### src/rtl/seig_pkg.sv
// Shared types and codes for the stream entry ID generator.
package seig_pkg;

    localparam logic [1:0] MODE_AUTO     = 2'd0;
    localparam logic [1:0] MODE_PARTIAL  = 2'd1;
    localparam logic [1:0] MODE_EXPLICIT = 2'd2;

    localparam logic [31:0] COUNT_MAX = 32'hFFFF_FFFF;

    typedef enum logic [1:0] {
        ST_OK       = 2'd0,
        ST_NOT_GT   = 2'd1,
        ST_ZERO_ID  = 2'd2,
        ST_NO_FIELD = 2'd3
    } status_t;

    typedef struct packed {
        logic [1:0]  mode;
        logic [63:0] req_time;
        logic [63:0] req_seq;
        logic [63:0] now_ms;
        logic        has_fields;
    } seig_req_t;

    typedef struct packed {
        logic [63:0] last_time;
        logic [63:0] prev_seq;
        logic        have_last;
        logic [31:0] count;
    } seig_state_t;

    typedef struct packed {
        logic [63:0] id_time;
        logic [63:0] id_seq;
        status_t     status;
        logic [31:0] entry_total;
    } seig_res_t;

endpackage

### src/rtl/seig_core.sv
// Combinational ID selection and ordering check against the last ID.
module seig_core
    import seig_pkg::*;
(
    input  seig_req_t   req,
    input  seig_state_t state,
    output seig_res_t   res,
    output seig_state_t state_next
);

    logic [63:0] seq_inc;
    logic [63:0] cand_time;
    logic [63:0] cand_seq;
    logic [63:0] base_time;
    logic [63:0] base_seq;
    logic        is_zero;
    logic        is_greater;
    status_t     status;
    logic [31:0] count_next;

    assign seq_inc   = state.prev_seq + 64'd1;
    assign base_time = state.have_last ? state.last_time : 64'd0;
    assign base_seq  = state.have_last ? state.prev_seq : 64'd0;

    always_comb
    begin
        case (req.mode)
            MODE_PARTIAL:
            begin
                cand_time = req.req_time;
                if (state.have_last && (state.last_time == req.req_time))
                begin
                    cand_seq = seq_inc;
                end
                else
                begin
                    cand_seq = (req.req_time == 64'd0) ? 64'd1 : 64'd0;
                end
            end
            MODE_EXPLICIT:
            begin
                cand_time = req.req_time;
                cand_seq  = req.req_seq;
            end
            default:
            begin
                // auto: move forward with the clock, else bump the sequence
                if (req.now_ms > state.last_time)
                begin
                    cand_time = req.now_ms;
                    cand_seq  = 64'd0;
                end
                else
                begin
                    cand_time = state.last_time;
                    cand_seq  = seq_inc;
                end
            end
        endcase
    end

    assign is_zero    = (cand_time == 64'd0) && (cand_seq == 64'd0);
    assign is_greater = (cand_time != base_time) ? (cand_time > base_time)
                                                 : (cand_seq > base_seq);

    always_comb
    begin
        if (!req.has_fields)
        begin
            status = ST_NO_FIELD;
        end
        else if ((req.mode == MODE_PARTIAL) || (req.mode == MODE_EXPLICIT))
        begin
            if (is_zero)
            begin
                status = ST_ZERO_ID;
            end
            else if (!is_greater)
            begin
                status = ST_NOT_GT;
            end
            else
            begin
                status = ST_OK;
            end
        end
        else
        begin
            status = ST_OK;
        end
    end

    assign count_next = (state.count != COUNT_MAX) ? (state.count + 32'd1) : state.count;

    always_comb
    begin
        state_next = state;
        res.status = status;
        if (status == ST_OK)
        begin
            state_next.last_time = cand_time;
            state_next.prev_seq  = cand_seq;
            state_next.have_last = 1'b1;
            state_next.count     = count_next;
            res.id_time          = cand_time;
            res.id_seq           = cand_seq;
            res.entry_total      = count_next;
        end
        else
        begin
            res.id_time     = 64'd0;
            res.id_seq      = 64'd0;
            res.entry_total = state.count;
        end
    end

endmodule

### src/rtl/stream_entry_id_generator.sv
// out_valid rises when a request advances from the input register; the result transfer follows.
// Throughput: one request per cycle unless out_stall holds the result register; the last-ID
// registers update in the same cycle that a request moves from the input to the result register.
// Backpressure: the input register is taken whenever the result register is empty or drains.
// Reset: rst_n clears both valid flags, the last ID, the have-last flag and the entry count.
// Payload registers are not reset.
module stream_entry_id_generator
    import seig_pkg::*;
(
    input  logic        clk,
    input  logic        rst_n,
    input  logic        in_valid,
    output logic        in_stall,
    input  logic [1:0]  mode,
    input  logic [63:0] req_time,
    input  logic [63:0] req_seq,
    input  logic [63:0] now_ms,
    input  logic        has_fields,
    output logic        out_valid,
    input  logic        out_stall,
    output logic [63:0] id_time,
    output logic [63:0] id_seq,
    output logic [1:0]  status,
    output logic [31:0] entry_total
);

    // Input register stage
    logic        req_valid_reg;
    seig_req_t   req_reg;

    // Result register stage
    logic        res_valid_reg;
    seig_res_t   res_reg;

    // Last ID and entry count
    seig_state_t state_reg;
    seig_state_t state_next;
    seig_res_t   res_next;

    logic        res_free;
    logic        advance;
    logic        in_xfer;

    // The result register can take a new value when empty or when its transfer completes.
    assign res_free = !res_valid_reg || !out_stall;
    assign advance  = req_valid_reg && res_free;
    // Hold the input side only while the input register is full and cannot advance.
    assign in_stall = req_valid_reg && !res_free;
    assign in_xfer  = in_valid && !in_stall;

    seig_core u_core
    (
        .req        (req_reg),
        .state      (state_reg),
        .res        (res_next),
        .state_next (state_next)
    );

    // Valid flags and the last-ID state
    always_ff @(posedge clk or negedge rst_n)
    begin
        if (!rst_n)
        begin
            req_valid_reg <= 1'b0;
            res_valid_reg <= 1'b0;
            state_reg     <= '0;
        end
        else
        begin
            if (in_xfer)
            begin
                req_valid_reg <= 1'b1;
            end
            else if (advance)
            begin
                req_valid_reg <= 1'b0;
            end

            if (advance)
            begin
                res_valid_reg <= 1'b1;
                state_reg     <= state_next;
            end
            else if (!out_stall)
            begin
                res_valid_reg <= 1'b0;
            end
        end
    end

    // Payload registers
    always_ff @(posedge clk)
    begin
        if (in_xfer)
        begin
            req_reg.mode       <= mode;
            req_reg.req_time   <= req_time;
            req_reg.req_seq    <= req_seq;
            req_reg.now_ms     <= now_ms;
            req_reg.has_fields <= has_fields;
        end
        if (advance)
        begin
            res_reg <= res_next;
        end
    end

    assign out_valid   = res_valid_reg;
    assign id_time     = res_reg.id_time;
    assign id_seq      = res_reg.id_seq;
    assign status      = res_reg.status;
    assign entry_total = res_reg.entry_total;

    // A failed request returns a zero ID.
    assert property (@(posedge clk) disable iff (!rst_n)
        (res_valid_reg && (res_reg.status != ST_OK))
            |-> ((res_reg.id_time == 64'd0) && (res_reg.id_seq == 64'd0)))
        else $error("failed result carries a nonzero ID");

    // A successful result means the last ID is recorded.
    assert property (@(posedge clk) disable iff (!rst_n)
        (res_valid_reg && (res_reg.status == ST_OK)) |-> state_reg.have_last)
        else $error("ok result without a recorded last ID");

    // State changes only when a request advances.
    assert property (@(posedge clk) disable iff (!rst_n)
        !advance |=> $stable(state_reg))
        else $error("last-ID state changed without a request");

    // The entry count never decreases.
    assert property (@(posedge clk) disable iff (!rst_n)
        advance |=> (state_reg.count >= $past(state_reg.count)))
        else $error("entry count decreased");

    // Input stall only with a full input register.
    assert property (@(posedge clk) disable iff (!rst_n)
        in_stall |-> req_valid_reg)
        else $error("input stalled with empty input register");

endmodule
### config.mk
export PLATFORM = sky130hd
export DESIGN_NAME = stream_entry_id_generator
export DESIGN_NICKNAME = d
export VERILOG_FILES = /design/src/rtl/seig_pkg.sv /design/src/rtl/seig_core.sv /design/src/rtl/stream_entry_id_generator.sv
export SDC_FILE = /design/constraint.sdc
export NUM_CORES = 1
export LEC_CHECK = 0
export BUFFER_PORTS_ARGS = -buffer_cell sky130_fd_sc_hd__buf_2
export CAP_MARGIN = 20
export CORE_MARGIN = 10
export CORE_UTILIZATION = 30
export CTS_BUF_LIST = sky130_fd_sc_hd__clkbuf_8
export CTS_CLUSTER_DIAMETER = 60
export DETAILED_ROUTE_END_ITERATION = 6
export HOLD_SLACK_MARGIN = 0.12
export PLACE_DENSITY = 0.51
export SYNTH_ARGS = -nofsm -noshare
export SYNTH_HDL_FRONTEND = slang
export SYNTH_SLANG_ARGS = --single-unit
### constraint.sdc
create_clock -name clk -period 7.9 [get_ports clk]
set_input_delay 1.58 -clock clk [delete_from_list [all_inputs] [get_ports clk]]
set_output_delay 1.58 -clock clk [all_outputs]
set_load 0.1 [all_outputs]
== Word level (Yosys, flattened, before mapping) ==
Index checks and enable logic that the tools add are counted.
Operators by class
  $add $sub $neg: 2
  $lt $le $gt $ge: 3
  equal/unequal tests: 6
  muxes and demuxes: 19
  reduce and logical (&&, ||, !) cells: 18
Operator list (number)
  $mux W64: 6
  $gt A64 B64 Y1: 3
  $logic_not A64 Y1: 3
  $pmux W64 S2: 1
  $add A64 B1 Y64 const B: 1
  $eq A64 B64 Y1: 1
  $mux W32: 2
  $ne A64 B64 Y1: 1
  $add A32 B1 Y32 const B: 1
  $ne A32 B32 Y1 const B: 1
  $mux W1: 7
  $mux W2: 3
  $logic_and A1 B1 Y1: 5
  $logic_not A1 Y1: 4
  $eq A2 B1 Y1 const B: 1
  $eq A2 B2 Y1 const B: 1
  $logic_not A2 Y1: 1
  $logic_or A1 B1 Y1: 2
  $ne A2 B1 Y1 const B: 1
  $reduce_and A2 Y1: 1
  $reduce_bool A2 Y1: 1
  $reduce_or A2 Y1: 1
Word-level totals
  bits in registers: 520
  input port bits: 199
  output and inout bits: 164

== Logic depth before layout (Yosys ltp) ==
Gate-level depths: netlist of run 1.
  depth after elaboration: 12
  gate-level depth with buffers: 31
  mapped depth without buffers: 25

== Hierarchy ==
A second synthesis of run 1 with hierarchy kept.
Second synthesis, totals
  cells, all modules: 2785
  area total of the unflattened synthesis: 31142.4 sq um
Modules (own cells, without submodules)
  stream_entry_id_generator: times used 1, cells an instance 705, area each 17200.2 sq um, sequential area each 14799.2 sq um
  seig_core: times used 1, cells an instance 2080, area each 13942.1 sq um, sequential area each 0.0 sq um

== Worst setup path after synthesis of run 1 ==
No wires, ideal clock.
  path kind: input to register
  start point: input out_stall
  end point: register req_reg[0] (netlist name), enable pin
  arrival time: 6.175 ns
  data required time: 7.320 ns
  path slack: 1.145 ns
  stages: 2
  path through: nand3_1 > and2_1
On the way
  cells in the longest elaborated chain, start to end: 6
Ends and longest elaborated chain
  start, declared: line stream_entry_id_generator.sv:20  | input logic out_stall,
  $logic_not A1 Y1
  $logic_or A1 B1 Y1: line stream_entry_id_generator.sv:45  | assign res_free = !res_valid_reg || !out_stall;
  $logic_not A1 Y1: line stream_entry_id_generator.sv:48  | assign in_stall = req_valid_reg && !res_free;
  $logic_and A1 B1 Y1: line stream_entry_id_generator.sv:48
  $logic_not A1 Y1: line stream_entry_id_generator.sv:49  | assign in_xfer = in_valid && !in_stall;
  $logic_and A1 B1 Y1: line stream_entry_id_generator.sv:49
  named net in_xfer: line stream_entry_id_generator.sv:42  | logic in_xfer;
  end, declared: line stream_entry_id_generator.sv:29  | seig_req_t req_reg;
The timed path passes the listed nets, and every way through them passes these cells.
A chain may end at the register's enable or synchronous reset.

==> results of run 1 <==
repair_timing:
item | 4_1_cts | 5_1_grt
pin swaps | 0 | 1
endpoints found under the hold margin | 0 | 0
gates resized for setup | 4 | 6
setup endpoints to repair | 289 | 316
logic make-up after synthesis:
family          count (synthesis)  synth area share
fa+ha+maj                     196            0.0850
buf+inv                       264            0.0384
simple gates                  945             0.162
compound gates                395            0.0900
mux                           134            0.0584
flops                         520             0.513
xor+xnor                      174            0.0528
worst max-delay path: cells and delay by family, from the launching register on:
family	cells	cell delay, ns
simple gates	5	1.50
compound gates	14	3.39
fa+ha+maj	2	0.66
flops	1	0.44
buf+inv	6	1.05
xor+xnor	1	0.15
stage by stage:
step                      area (sq um)  total power, uW
after floorplan                  28800             8340
after global placement           32800            10500
after detailed placement         32800            10500
after CTS                        34800            13200
after global routing             34800            13900
final                            34800            13200
power by group:
part	total, uW	switching (uW)	leakage (uW)	internal, uW
logic	6300	4040	0.00853	2260
clock network	2650	1250	0.00108	1400
registers	4210	665	0.00555	3540
total	13200	5950	0.0152	7210
worst max-delay path by stage:
stage | start | to | slack, ns | cells past startpoint
2_1_floorplan | out_stall | req_reg[0]$_DFFE_PP_ | 1.14 | 2
3_3_place_gp | state_reg[158]$_DFFE_PN0P_ | state_reg[135]$_DFFE_PN0P_ | -0.09 | 27
3_5_place_dp | state_reg[158]$_DFFE_PN0P_ | state_reg[136]$_DFFE_PN0P_ | -0.09 | 27
4_1_cts | state_reg[158]$_DFFE_PN0P_ | state_reg[136]$_DFFE_PN0P_ | 0.04 | 27
5_1_grt | state_reg[158]$_DFFE_PN0P_ | entry_total[31]$_DFFE_PP_ | 0.04 | 29
6_report | state_reg[158]$_DFFE_PN0P_ | entry_total[28]$_DFFE_PP_ | 0.39 | 28
cells in the mapped netlist (all sizes together), types with 7 or more instances:
cell      n  area share
a21o     55       0.014
a21oi    71       0.012
a22o     25      0.0076
a31o     34       0.010
a31oi    18      0.0039
and2      9      0.0020
and3     22      0.0048
and4     14      0.0043
buf      48       0.010
clkbuf   70      0.0091
dfrtp   163        0.14
edfxtp  357        0.37
ha      196       0.085
inv     145       0.019
mux2     76       0.038
mux2i    58       0.020
nand2   278       0.036
nand2b   22      0.0048
nand3    99       0.017
nand4   101       0.022
nor2    170       0.022
nor2b    82       0.018
nor3     55      0.0095
nor4     61       0.014
o21a     10      0.0026
o21ai   122       0.021
o221a     7      0.0027
o22ai     7      0.0015
o31ai     8      0.0021
or2      10      0.0022
xnor2    85       0.026
xor2     89       0.027
metal layers:
metal / vias to the layer above / GRT usage / wire length (microns)
li1: 10500 / - / -
met4: 2 / 0.0768 / 4250
met5: - / 0 / 13
met1: 11200 / 0.255 / 47300
met3: 203 / 0.0419 / 7600
met2: 880 / 0.321 / 52000
final cells by class:
type                            instances  area, sq um
Sequential cell                       520        14800
Clock buffer                          106         1460
Multi-Input combinational cell       1844        13100
Fill cell                            9596        60300
Clock inverter                         72          465
Antenna cell                            3         7.51
Timing Repair Buffer                  465         2870
Tap cell                             1265         1580
Inverter                              146          553
==> flow_metrics.tcl, run 1 <==
set metrics [dict create \
    hpwlAfterDp_microns 83900 \
    worst_pin_slew_ns 1.05 \
    mostFrequentLayoutCells "buf_2 (361), edfxtp_1 (357), nand2_1 (278), ha_1 (195), inv_1 (175)" \
    fin_crit_sh 0.950 \
    firstDrtPassIters 5 \
    grt_max_degree 91 \
    rsz0062_at_grt "no" \
    irDropWorstVdd_mv 0.179 \
    clk_latency_ns 0.76 \
    start_util 0.303 \
    synthesis.area_sq_um 28800 \
    finalWirelength_microns 111000 \
    via_per_inst 5.15 \
    post-place-ws_ns -0.0867 \
    post-route-min-period_ns 7.51 \
    whs_ns 0.486 \
    largest_register_ffs 195 \
    syn_area_per_cell_sq_um 11.0 \
    placed_cells 4240 \
    drv_slew 0 \
    end_kind "register" \
    clock_skew_ns 0.0608 \
    drv_cap 0 \
    syn2layout_area_growth_pct 20.7 \
    ys_warn_count 0 \
    die_area_sq_um 109000 \
    drc_errors 0 \
    numCtsBuffers 97 \
    whs_endpoint "out_valid$_DFFE_PN0P_" \
    worst_hold_startpoint "req_valid_reg$_DFFE_PN0P_" \
    worstPathRequired_ns 8.38 \
    power.leakage_uw 0.0152 \
    portBuffers 362 \
    r2r_slack_ns 0.39 \
    fin_util 0.366 \
    first_iter_violations 1880 \
    grt-ovfl-total 0 \
    ctsHoldBuffers 0 \
    gp_congestion 0.985 \
    coreArea_sq_um 95200 \
    hold_violations 0 \
    synth_edf_count 357 \
    timing.rr.end "entry_total[28]$_DFFE_PP_" \
    max_freq_ghz 0.133 \
    status "finished, final reports clean" \
    min_path_type "reg -> reg" \
    synth-seq-area-share 0.513 \
    worstRegToRegCells 28 \
    path_clk_slew_ns 0.06 \
    ios 363 \
    synthArstFlopShare 0.313 \
    die_w_microns 330 \
    critPathKind "reg -> reg" \
    ys.flop_type "edfxtp_1" \
    cts-root-buf "clkbuf_8" \
    setup-tns-final_ns 0 \
    clock-sinks 520 \
    cts_setup_buffers 0 \
    cts_tree "done" \
    rows 113 \
    grt_pass1_vias 22900 \
    power.density_nw_per_um2 378 \
    antenna_found_initial 5 \
    ant_nets 0 \
    startpoint_type "register" \
    vias 22800 \
    track_usage 0.198 \
    syn_inst 2628 \
    dieHeight_microns 330 \
    grt_pass1_wl_microns 160000 \
    cp_max_fo 44 \
    whs_path_depth 1 \
    cp_data_arrival_time_ns 7.98 \
    layout_commonest_cell "buf_2" \
    setup_ws_ns 0.395 \
    finalSetupViolCount 0 \
    r2r-start "state_reg[158]$_DFFE_PN0P_" \
    final_nets 3469 \
    wire_per_inst_microns 25.1 \
    fin_cells 4421 \
    syn_nets 3023 \
    ys_types 66 \
    critPathMaxStageDelay_ns 0.85 \
    drive_gt1_frac 0.237 \
    ys_seq_elements 520 \
    clockBufferDepth 3 \
    slew-limit-headroom 0.302 \
    cp_slowest_cell "or4_2" \
    htree_levels 3 \
]
Power figures use the tool's default switching activity.
==> run 2: changes to the inputs <==
SYNTH_HIERARCHICAL = 1   (was not set)
==> flow_metrics.tcl, run 2 <==
set metrics [dict create \
    dieHeight_microns 342 \
    final_nets 3570 \
    antenna_found_initial 8 \
    layout_commonest_cell "buf_2" \
    cp_data_arrival_time_ns 8.11 \
    worstPathRequired_ns 8.50 \
    drc_errors 0 \
    syn2layout_area_growth_pct 18.0 \
    clock_skew_ns 0.0674 \
    ys.flop_type "edfxtp_1" \
    grt_max_degree 97 \
    firstDrtPassIters 5 \
    synthArstFlopShare 0.313 \
    grt_pass1_vias 23900 \
    min_path_type "reg -> reg" \
    path_clk_slew_ns 0.06 \
    finalSetupViolCount 0 \
    power.leakage_uw 0.0156 \
    worst_pin_slew_ns 1.07 \
    wire_per_inst_microns 25.0 \
    vias 24400 \
    synthesis.area_sq_um 31100 \
    clockBufferDepth 3 \
    setup-tns-final_ns 0 \
    ios 363 \
    mostFrequentLayoutCells "buf_2 (361), edfxtp_1 (357), nand2_1 (321), ha_1 (195), dfrtp_1 (162)" \
    fin_area_sq_um 36700 \
    via_per_inst 5.25 \
    ys_seq_elements 520 \
    ys_top_cells_by_count "edfxtp_1 (357), nand2_1 (322), ha_1 (196)" \
    portBuffers 362 \
    cts_tree "done" \
    numCtsBuffers 99 \
    drv_slew 0 \
    cp_max_fo 30 \
    end_kind "register" \
    htree_levels 3 \
    gp_congestion 0.932 \
    synth_most_common_cell "edfxtp_1" \
    drive_gt1_frac 0.262 \
    ys_warn_count 6 \
    post-route-min-period_ns 7.51 \
    rows 118 \
    fillerInstances 10500 \
    critPathKind "reg -> reg" \
    power.density_nw_per_um2 367 \
    whs_ns 0.499 \
    synth_edf_count 357 \
    syn_inst 2785 \
    syn_area_per_cell_sq_um 11.2 \
    die_w_microns 342 \
    start_util 0.301 \
    synth_top_area_share 0.344 \
    status "finished, final reports clean" \
    multi_input_area_sq_um 15000 \
    yosysTopAreaCell "edfxtp_1" \
    hpwlAfterDp_microns 86600 \
    syn_nets 3180 \
    slew-limit-headroom 0.287 \
    hold_violations 0 \
    synth-seq-area-share 0.475 \
    ant_nets 0 \
    coreArea_sq_um 103000 \
    clk_latency_ns 0.77 \
    track_usage 0.190 \
    max_freq_ghz 0.133 \
    grt-ovfl-total 0 \
    placed_cell_area_sq_um 34600 \
    startpoint_type "register" \
    clock-sinks 520 \
    cp_slowest_cell "nor3_1" \
    largest_register_ffs 195 \
    ys_types 74 \
    cts-root-buf "clkbuf_8" \
    finalWirelength_microns 116000 \
    seq_area_sq_um 14800 \
    irDropWorstVdd_mv 0.268 \
    synth.area.top_cells "edfxtp_1 (34%), dfrtp_1 (13%), ha_1 (7.9%)" \
    first_iter_violations 2006 \
    grt_pass1_wl_microns 166000 \
    critPathMaxStageDelay_ns 0.50 \
    rsz0062_at_grt "no" \
    die_area_sq_um 117000 \
    drv_cap 0 \
    fin_crit_sh 0.950 \
]
run 2: changes by cell type in the layout (fill, tap and decap cells not counted), moves of 43 or more:
cell and change:
mux2i_1 -54, inv_1 -62, nor2_1 -81, and2_1 +122
mux2_2 +125, mux2_1 +61, o21ai_0 -44, nand2_1 +43
nor2b_1 -69
run 2: cell families (layout without fill, tap and decap cells):
group | count (synthesis) | count (layout) | share of synthesized area
AND/OR/NAND/NOR | 951 | 951 | 0.157
flip-flops | 520 | 520 | 0.475
AO/OA/AOI/OAI | 417 | 418 | 0.0918
multiplexers | 279 | 279 | 0.110
buffers and inverters | 271 | 747 | 0.0448
adder cells (fa/ha/maj) | 196 | 196 | 0.0787
XOR/XNOR | 151 | 151 | 0.0425
other | 0 | 6 | 0
run 2: per-layer routing:
metal	part of all wire	vias to the layer above	GRT usage
met5	0.00021	-	0
met4	0.025	4	0.0561
met3	0.075	153	0.0440
met2	0.45	959	0.294
met1	0.45	12100	0.262
li1	-	11100	-
run 2: area by class of cell:
| class | instances | area share |
|---|---|---|
| clock inverters | 84 | 0.0172 |
| well taps | 1380 | 0.0470 |
| clock buffers | 104 | 0.0390 |
| repair buffers | 468 | 0.0752 |
| diodes | 6 | 0.000409 |
| inverters | 91 | 0.00930 |
| flip-flops and latches | 520 | 0.403 |
| multi-input cells | 1995 | 0.409 |
run 2: worst max-delay path, delay by kind of cell, from the launching register on:
kind            cells  cell delay (ns)
simple gates       11             2.41
flops               1             0.45
mux                 2             0.59
compound gates      7             2.16
fa+ha+maj           2             0.66
buf+inv             6             1.04
run 2: timing repair:
action,in CTS,in global routing
setup buffers,0,0
gates resized for setup,0,3
setup endpoints to repair,0,100
hold buffers,0,0
run 2: path summary, 6_finish.rpt:
kind | start | end | slack, ns | depth (start not counted)
setup / recovery | state_reg[123]$_DFFE_PN0P_ | state_reg[135]$_DFFE_PN0P_ | 0.39 | 28
hold / removal | req_valid_reg$_DFFE_PN0P_ | out_valid$_DFFE_PN0P_ | 0.50 | 1
setup reg to reg | state_reg[123]$_DFFE_PN0P_ | state_reg[135]$_DFFE_PN0P_ | 0.39 | 28
hold reg to reg | req_valid_reg$_DFFE_PN0P_ | out_valid$_DFFE_PN0P_ | 0.50 | 1
max in group asynchronous | rst_n | state_reg[32]$_DFFE_PN0P_ | 5.58 | 2
min in group asynchronous | rst_n | state_reg[148]$_DFFE_PN0P_ | 0.86 | 1
run 2: through the flow:
step / setup slack (ns) / total power (uW) / utilization / cells
5_1_grt: 0.0857 / 14300 / 0.355 / 4643
4_1_cts: 0.253 / 13500 / 0.355 / 4641
3_3_place_gp: 0.423 / 10500 / 0.335 / 4453
3_5_place_dp: 0.299 / 10600 / 0.335 / 4453
2_1_floorplan: 1.14 / 8600 / - / 2785
6_report: 0.394 / 13500 / 0.356 / 4648
run 2: power breakdown:
group	switching [uW]	total (uW)	internal, uW
logic	3850	6350	2500
registers	802	4320	3520
clock network	1270	2810	1530
==> run 3: changes to the inputs <==
ABC_AREA = 1   (was not set)
PLACE_DENSITY = 0.5   (was 0.51)
==> flow_metrics.tcl, run 3 <==
set metrics [dict create \
    status "finished, final reports clean" \
    whs_ns 0.540 \
    end_kind "register" \
    numCtsBuffers 102 \
    synth_top_area_share 0.311 \
    die_area_sq_um 129000 \
    wire_per_inst_microns 21.5 \
    path_delay_family "simple AND/OR/NAND/NOR gates" \
    firstDrtPassIters 7 \
    coreArea_sq_um 114000 \
    cts_setup_buffers 0 \
    first_iter_violations 3062 \
    max_freq_ghz 0.136 \
    largest_register_ffs 195 \
    path_depth 31 \
    htree_levels 3 \
    cp_max_fo 111 \
    rows 124 \
    synth-simple-area-share 0.361 \
    whs_path_depth 2 \
    ys_warn_count 6 \
    irDropWorstVdd_mv 0.191 \
    power.density_nw_per_um2 304 \
    startpoint_type "register" \
    fin_crit_sh 0.933 \
    portBuffers 362 \
    finalWirelength_microns 140000 \
    worst_hold_startpoint "state_reg[2]$_DFFE_PN0P_" \
    syn_area_per_cell_sq_um 7.45 \
    clock-sinks 520 \
    synth_top_family_by_area "simple AND/OR/NAND/NOR gates" \
    synth-adder-area-share 0.0712 \
    drive_gt1_frac 0.123 \
    cpMostUsedCell "nand2_1" \
    via_per_inst 5.03 \
    min_path_type "reg -> reg" \
    final_nets 5275 \
    ant_nets 0 \
    syn_inst 4626 \
    path_clk_slew_ns 0.06 \
    cp_data_arrival_time_ns 8.07 \
    drv_slew 0 \
    ys_seq_elements 520 \
    cts-root-buf "clkbuf_8" \
    synth-seq-area-share 0.429 \
    grt_pass1_vias 31400 \
    cts_tree "done" \
    r2r-start "state_reg[108]$_DFFE_PN0P_" \
    power.leakage_uw 0.0200 \
    track_usage 0.208 \
    layout_commonest_cell "nand2_1" \
    clock_skew_ns 0.0624 \
    synthMuxAreaShare 0 \
    rsz0062_at_grt "no" \
    ys.flop_type "edfxtp_1" \
    grt-ovfl-total 0 \
    ys_top_cells_by_count "nand2_1 (1728), inv_1 (459), nor2_1 (413)" \
    critPathKind "reg -> reg" \
    synth-compound-area-share 0.0277 \
    cp_slowest_cell "nor4_1" \
    ctsHoldBuffers 0 \
    critPathLaunch "state_reg[108]$_DFFE_PN0P_" \
    ys_types 49 \
    worst-path-buf-inv 3 \
    critPathMaxStageDelay_ns 0.79 \
    cts_resized 0 \
    hpwlAfterDp_microns 101000 \
    worstRegToRegCells 31 \
    grt_max_degree 164 \
    hold_violations 0 \
    synthesis.area_sq_um 34500 \
    worst_pin_slew_ns 1.05 \
    vias 32600 \
    clk_latency_ns 0.79 \
    start_util 0.302 \
    slew-limit-headroom 0.291 \
    ios 363 \
    mostFrequentLayoutCells "nand2_1 (1727), inv_1 (480), nor2_1 (411), nand3_1 (385), buf_2 (361)" \
    syn2layout_area_growth_pct 15.1 \
    worstPathRequired_ns 8.59 \
    antenna_found_initial 10 \
    gp_congestion 0.930 \
    synth-xor-area-share 0.0213 \
    yosysTopAreaCell "edfxtp_1" \
    dieHeight_microns 359 \
    finalSetupViolCount 0 \
    synth.area.top_cells "edfxtp_1 (31%), nand2_1 (19%), dfrtp_1 (12%)" \
    synth_edf_count 357 \
    grt_pass1_wl_microns 209000 \
    synth_most_common_cell "nand2_1" \
    synthArstFlopShare 0.313 \
    drc_errors 0 \
    die_w_microns 359 \
    post-route-min-period_ns 7.37 \
    drv_cap 0 \
    setup-tns-final_ns 0 \
    clockBufferDepth 3 \
    syn_nets 5021 \
]
[run 3: cells by family (layout without fill, tap and decap cells)]
group,count (synthesis),after routing
fa+ha+maj,196,196
flops,520,520
compound gates,172,172
simple gates,2911,2911
buf+inv,743,1082
xor+xnor,84,84
other cells,0,5
[run 3: worst min-delay path: stages (launching register included)]
cell     delay (ns)
dfrtp_1        0.39
nand2_1        0.07
nand2_1        0.05
[run 3: layout make-up]
class,count,area (sq um)
fill,12300,74500
multi-input combinational,3363,16700
sequential,520,14800
timing repair buffer,405,2270
tap,1512,1890
inverter,488,1850
clock buffer,107,1470
clock inverter,82,702
antenna,5,12.5
[run 3: final timing paths]
kind                       slack, ns                    endpoint
hold / removal                  0.54    state_reg[2]$_DFFE_PN0P_
setup reg to reg                0.53  state_reg[119]$_DFFE_PN0P_
hold reg to reg                 0.54    state_reg[2]$_DFFE_PN0P_
min in group asynchronous       0.85    state_reg[2]$_DFFE_PN0P_
max in group asynchronous       5.65  state_reg[108]$_DFFE_PN0P_
setup / recovery                0.53  state_reg[119]$_DFFE_PN0P_
[run 3: metrics by stage]
step                      utilization  power, uW  cells  setup WS (ns)  area, sq um
after floorplan                     -       7550   4626           1.65        34500
after global placement          0.328       9070   6288          0.714        37500
after detailed placement        0.328       9110   6288          0.801        37500
after CTS                       0.347      12100   6477          0.708        39700
after global routing            0.347      12900   6479          0.197        39700
final                           0.347      12100   6482          0.528        39700
[run 3: where the power goes]
part | internal, uW | switching, uW | leakage [uW]
sequential | 3390 | 596 | 0.00566
clock | 1630 | 1320 | 0.00117
combinational | 1430 | 3710 | 0.0132
total | 6460 | 5620 | 0.0200
[run 3: layer usage]
layer | global-route usage | share of wire | vias up
met5 | 0 | 0.000050 | -
met4 | 0.0551 | 0.022 | 2
met3 | 0.0377 | 0.070 | 159
met2 | 0.315 | 0.43 | 1240
met1 | 0.299 | 0.47 | 15600
li1 | - | - | 15600
